==> src/rtl/pipr_pkg.sv <==
// ----------------------------------------------------------------------------
// pipr_pkg
// Shared constants and types of the point-in-polygon ray-cast block.
// ----------------------------------------------------------------------------
package pipr_pkg;

    localparam int MAX_VERTICES = 256;
    localparam int COORD_W      = 16;
    localparam int MIN_VERTICES = 3;

    localparam int ADDR_W = $clog2(MAX_VERTICES);
    localparam int CNT_W  = $clog2(MAX_VERTICES + 1);
    localparam int CFG_W  = 9;
    localparam int IDX_W  = 8;
    localparam int DIFF_W = COORD_W + 1;
    localparam int PROD_W = 2 * DIFF_W;

    localparam int X_LSB     = IDX_W;
    localparam int Y_LSB     = IDX_W + COORD_W;
    localparam int S_TDATA_W = ((IDX_W + 2 * COORD_W + 7) / 8) * 8;
    localparam int M_TDATA_W = 8;

    localparam logic OP_WRITE = 1'b0;
    localparam logic OP_QUERY = 1'b1;

    typedef struct packed {
        logic signed [COORD_W-1:0] x;
        logic signed [COORD_W-1:0] y;
    } t_vertex;

    typedef struct packed {
        logic                      vld;
        logic                      last;
        logic signed [COORD_W-1:0] xi;
        logic signed [COORD_W-1:0] yi;
        logic signed [COORD_W-1:0] xj;
        logic signed [COORD_W-1:0] yj;
    } t_edge;

    typedef struct packed {
        logic vld;
        logic last;
        logic hit;
    } t_cross;

endpackage

==> src/rtl/pipr_edge.sv <==
// ----------------------------------------------------------------------------
// pipr_edge
// Edge crossing test: differences, exact cross products, signed compare.
// ----------------------------------------------------------------------------
module pipr_edge (
    input  logic                               i_clk,
    input  logic                               i_rst_n,
    input  logic signed [pipr_pkg::COORD_W-1:0] i_px,
    input  logic signed [pipr_pkg::COORD_W-1:0] i_py,
    input  pipr_pkg::t_edge                    i_edge,
    output pipr_pkg::t_cross                   o_cross
);
    import pipr_pkg::*;

    logic                     r_s1_vld;
    logic                     r_s1_last;
    logic                     r_s1_strad;
    logic                     r_s1_dypos;
    logic signed [DIFF_W-1:0] r_s1_a;
    logic signed [DIFF_W-1:0] r_s1_b;
    logic signed [DIFF_W-1:0] r_s1_c;
    logic signed [DIFF_W-1:0] r_s1_d;

    logic                     r_s2_vld;
    logic                     r_s2_last;
    logic                     r_s2_strad;
    logic                     r_s2_dypos;
    logic signed [PROD_W-1:0] r_s2_p1;
    logic signed [PROD_W-1:0] r_s2_p2;

    logic signed [DIFF_W-1:0] n_s1_d;

    assign n_s1_d = DIFF_W'(i_edge.yj) - DIFF_W'(i_edge.yi);

    always_ff @(posedge i_clk) begin
        if (!i_rst_n) begin
            r_s1_vld <= 1'b0;
            r_s2_vld <= 1'b0;
        end else begin
            r_s1_vld <= i_edge.vld;
            r_s2_vld <= r_s1_vld;
        end
    end

    always_ff @(posedge i_clk) begin
        r_s1_last  <= i_edge.last;
        r_s1_strad <= (i_edge.yi > i_py) != (i_edge.yj > i_py);
        r_s1_dypos <= n_s1_d > 0;
        r_s1_a     <= DIFF_W'(i_py) - DIFF_W'(i_edge.yi);
        r_s1_b     <= DIFF_W'(i_edge.xj) - DIFF_W'(i_edge.xi);
        r_s1_c     <= DIFF_W'(i_px) - DIFF_W'(i_edge.xi);
        r_s1_d     <= n_s1_d;

        r_s2_last  <= r_s1_last;
        r_s2_strad <= r_s1_strad;
        r_s2_dypos <= r_s1_dypos;
        r_s2_p1    <= r_s1_a * r_s1_b;
        r_s2_p2    <= r_s1_c * r_s1_d;
    end

    always_comb begin
        o_cross.vld  = r_s2_vld;
        o_cross.last = r_s2_last;
        o_cross.hit  = r_s2_strad &&
                       (r_s2_dypos ? (r_s2_p1 > r_s2_p2) : (r_s2_p1 < r_s2_p2));
    end

endmodule
==> config.mk <==
export PLATFORM = sky130hd
export DESIGN_NAME = pipr_edge
export DESIGN_NICKNAME = d
export VERILOG_FILES = /design/src/rtl/pipr_pkg.sv /design/src/rtl/pipr_edge.sv
export SDC_FILE = /design/constraint.sdc
export NUM_CORES = 2
export LEC_CHECK = 0
export BUFFER_PORTS_ARGS = -buffer_cell sky130_fd_sc_hd__buf_2
export CORE_MARGIN = 5
export CORE_UTILIZATION = 50
export DETAILED_ROUTE_END_ITERATION = 10
export PLACE_DENSITY = 0.72
export SLEW_MARGIN = 5
export SYNTH_ARGS = -nofsm -noshare
export SYNTH_HDL_FRONTEND = slang
export SYNTH_SLANG_ARGS = --single-unit
==> constraint.sdc <==
create_clock -name i_clk -period 19.5 [get_ports i_clk]
set_input_delay 0.975 -clock i_clk [delete_from_list [all_inputs] [get_ports i_clk]]
set_output_delay 0.975 -clock i_clk [all_outputs]
set_load 0.005 [all_outputs]
=== Word level (Yosys, flattened, before mapping) ===
Cells that the tools add are included.
W data, S select, Z words.

* Add/subtract/negate cells: 4
* Multipliers: 2
* Div/mod/pow operators: 0
* Magnitude comparators: 5
* Equal/unequal tests: 1
* Shifts and indexed selects: 0
* Muxes and demuxes: 1
* Bitwise logic cells: 0
* Reductions and logical operators: 1

{| class="wikitable"
|+ Operators by type and width
! kind !! count
|-
| $mul A17 B17 Y34 || 2
|-
| $sub A16 B16 Y17 || 4
|-
| $gt A34 B34 Y1 || 1
|-
| $lt A34 B34 Y1 || 1
|-
| $gt A16 B16 Y1 || 2
|-
| $gt A17 B1 Y1 const B || 1
|-
| $logic_and A1 B1 Y1 || 1
|-
| $mux W1 || 1
|-
| $ne A1 B1 Y1 || 1
|}

* Register bits: 144
* Bits in latches: 0
* Bits in writable memories: 0
* Bits in read-only memories: 0
* Input bits: 100
* Output and inout bits: 3
* Memories: 0

=== Logic depth before layout (Yosys ltp) ===
* Depth after elaboration: 3
* Gate-level depth with buffers: 25

=== Least setup slack after synthesis ===
Ideal clock, no wire load.

* Path kind: register to register
* Start: reg r_s1_b[8]
* End: reg r_s2_p1[31]
* Arrival: 6,053 ps
* Data required time: 19,428 ps
* Path slack: 13,375 ps
* Cell stages (with the launch flop): 24
* Path buffers: 2
* Period minus slack after synthesis: 6,125 ps
* Path through: dfxtp_1 clkbuf_1 clkbuf_1 nand2_1 fa_1 inv_1 fa_1 inv_1 fa_1 inv_1 fa_1 fa_1 inv_1 fa_1 inv_1 ha_1 a21o_1 a211oi_1 a211o_1 o211ai_1 a2111oi_0 o21bai_1 a21oi_1 xnor2_1

* Word-level cells in the longest chain between the ends: 1

{| class="wikitable"
|+ RTL lines
! item !! RTL line !! RTL
|-
| start, declared || pipr_edge.sv:20 || <nowiki>logic signed [DIFF_W-1:0] r_s1_b;</nowiki>
|-
| start signal, assigned || pipr_edge.sv:50 || <nowiki>r_s1_b <= DIFF_W'(i_edge.xj) - DIFF_W'(i_edge.xi);</nowiki>
|-
| $mul A17 B17 Y34 || pipr_edge.sv:57 || <nowiki>r_s2_p1 <= r_s1_a * r_s1_b;</nowiki>
|-
| end signal, assigned || pipr_edge.sv:57 ||
|-
| end, declared || pipr_edge.sv:28 || <nowiki>logic signed [PROD_W-1:0] r_s2_p1;</nowiki>
|}

Every way passes these cells.
A chain may end at the register's enable or synchronous reset.

=== Worst setup path after layout ===
* Start: reg r_s1_b[2]
* End: reg r_s2_p1[33]

Same word-level chain as after synthesis.

==> results.txt <==
Outcome: finished clean
Largest area contributor in the netlist: fa_1
Chip Width: 250 um
Slew Limit Fails: 0
Post-synth EDFFs: 0
CTS root buf: clkbuf_16
Top post-synthesis cells by area: fa_1 42%, ha_1 12%, dfxtp_1 10%
Post-DP Area: 29900 um^2
Num CTS Buffers: 17
Asr flop ratio synth: 0
Net count after synthesis: 4091
Final Hold Vio Count: 0
Xor and xnor area share after synthesis: 0.0354
Vias post-DR: 20600
Post-Route Skew: 9.51 ps
Slew @ Worst Pin: 878 ps
# Post-CTS Setup Buffers: 0
Sequential area share after synthesis: 0.100
Simple-gate share of the synthesized area: 0.152
Top Ports: 103
# resized after CTS: 0
Critical path fanouts, max: 17
Clock buffer depth: 2
RSZ-0062 raised after global routing: false
Mux contribution to synthesized area: 0.00139
Clk Latency, worst-skew pair: 450 ps
Share of cells above drive strength 1: 0.0455
Ys flop type: dfxtp_1
Cells after Synth: 3110
Global-route wire length before repair: 112000 um
CP required: 19820 ps
CTS tree: done
Post-place setup slack: 12700 ps
Detailed-route vias per instance: 5.25
Synthesis-to-finish area growth: 6.09%
H-tree depth: 4
Largest net degree at the start of global routing: 18
Core ar.: 56600 um^2
Detailed placement HPWL: 55500 um
# setup viols final: 0
Initial Utilization: 0.508
Routed wire length: 66000 um
Final Critical Period: 6880 ps
Max Freq: 145 MHz
Post-Synthesis Cell Area: 28700 um^2
Gr usage total: 0.220
WL per Instance: 16.8 um
Hold_buf cts: 0
CTS sink cnt: 144
Port Buf Inserts: 102
Gpl congestion: 0.927
Min-Delay Path Class: flop to flop
Combinational family with the most area after synthesis: adder cells
Worst rel slew slack: 0.412
Critical path capture point type: flop
Critical Path Start Type: flop
Setup CP Type: flop to flop
Synth Area in Compound Gates: 0.0670
Vias in the first global route: 22200
Warnings, synthesis: 0
Finished Cell Area: 30500 um^2
Iteration-0 DRC count of the detailed router: 1091
DRT Pass-1 Iters: 5
Die ar.: 62400 um^2
Avg Cell Area, Syn: 9.24 um^2
Critical Path AT: 7210 ps
Max Cap Viol: 0
Die Y: 250 um
Part of the cycle the worst path needs: 0.353
FILL cells: 5185
Detail Route Antenna Nets: 0
Clk slew on worst S/H paths: 70 ps
Row Count: 87
GRT Residual Overflow: 0
Initial antenna violation count: 3
Yosys cell types: 60
Post-Synth Adder-Cell Area: 0.539
Nets: 4135
DRC errors left: 0
Flop and latch count out of synthesis: 144
Setup WS post-layout: 12620 ps
Setup_tns: 0 ps
Synth top area share: 0.415
worst max-delay path, stage by stage, from the launching register on:
cell       delay (ps)
dfxtp_1           730
nand2_1           190
fa_1              540
fa_1              510
fa_1              530
inv_1              60
fa_1              480
fa_1              490
inv_1              50
fa_1              470
inv_1              40
ha_1              340
a21o_1            180
a21o_1            170
a211oi_1          360
a211o_1           270
o211ai_1          130
a2111oi_0         770
o21ai_1           150
a21oi_1           210
xnor2_1            80
sequential cells by signal (all words and copies together) (netlist names):
name / count
r_s1_a: 17
r_s1_b: 17
r_s1_c: 17
r_s1_d: 17
r_s1_dypos: 1
r_s1_last: 1
r_s1_strad: 1
r_s1_vld: 1
r_s2_dypos: 1
r_s2_last: 1
r_s2_p1: 34
r_s2_p2: 34
r_s2_strad: 1
r_s2_vld: 1
layer usage:
metal  GRT usage  routed length (um)  share of wire  vias up
met4      0.0610                1890          0.029        0
met5           0                   0              0        -
met3      0.0308                3840          0.058      109
met2       0.371               32100           0.49      542
met1       0.300               28100           0.43    10400
li1            -                   -              -     9512
path summary, 6_finish.rpt:
check / from / end / slack (ps) / depth (start not counted)
worst max-delay path: r_s1_b[2]$_DFF_P_ / r_s2_p1[33]$_DFF_P_ / 12620 / 20
worst min-delay path: r_s1_strad$_DFF_P_ / r_s2_strad$_DFF_P_ / 330 / 0
worst max register to register: r_s1_b[2]$_DFF_P_ / r_s2_p1[33]$_DFF_P_ / 12620 / 20
worst min register to register: r_s1_strad$_DFF_P_ / r_s2_strad$_DFF_P_ / 330 / 0
cells in the mapped netlist (all sizes together), types with 7 or more instances:
library cell,count
and2,299
fa,596
nand4,16
o21ai,54
o21bai,7
nand2b,24
a21boi,7
or3,11
o21a,18
ha,285
o211ai,11
xor2,18
clkbuf,77
a31oi,7
nor2,105
nor3,32
a21o,46
nand3,26
nor2b,27
xnor2,98
nand2,306
inv,720
a21oi,87
a211oi,8
dfxtp,144
kinds of logic (layout without fill, tap and decap cells):
family	Yosys count	count (layout)
XOR/XNOR	116	116
other	0	2
buffers and inverters	801	858
flip-flops	144	144
AND/OR/NAND/NOR	868	868
multiplexers	4	4
adder cells (fa/ha/maj)	881	881
AO/OA/AOI/OAI	296	296
cell usage in the layout, fill, tap and decap left out, drive strengths merged, types with 5 or more instances in the layout:
cell,count
or3,11
xnor2,98
a21boi,7
xor2,18
and2,299
a31oi,7
o21a,18
a2111oi,6
inv,728
fa,596
ha,285
a211oi,8
nor3,32
nand3,26
dfxtp,144
and3,6
o21ai,54
buf,105
nor2b,27
nand2,306
o21bai,7
a41oi,5
a221oi,6
a21o,46
nor2,105
a21oi,87
nand4,16
o211ai,11
clkbuf,17
nand2b,24
final cells by class:
class | count | area [um^2] | share of cell area
diodes | 2 | 5.00 | 0.000164
well taps | 756 | 946 | 0.0310
clock inverters | 15 | 150 | 0.00493
inverters | 721 | 2710 | 0.0888
multi-input cells | 2165 | 22800 | 0.749
clock buffers | 17 | 425 | 0.0140
repair buffers | 105 | 533 | 0.0175
flip-flops and latches | 144 | 2880 | 0.0946
metrics by stage:
step                 util  cells  hold slack (ps)
global route        0.538   3923              348
finish              0.539   3925              334
global placement    0.528   3891              311
detailed placement  0.528   3891              323
CTS                 0.538   3923              338
floorplan               -   3110              310
Power is not shown: default switching activity piles up to over one toggle a cycle in this logic, so the estimate is an artifact.
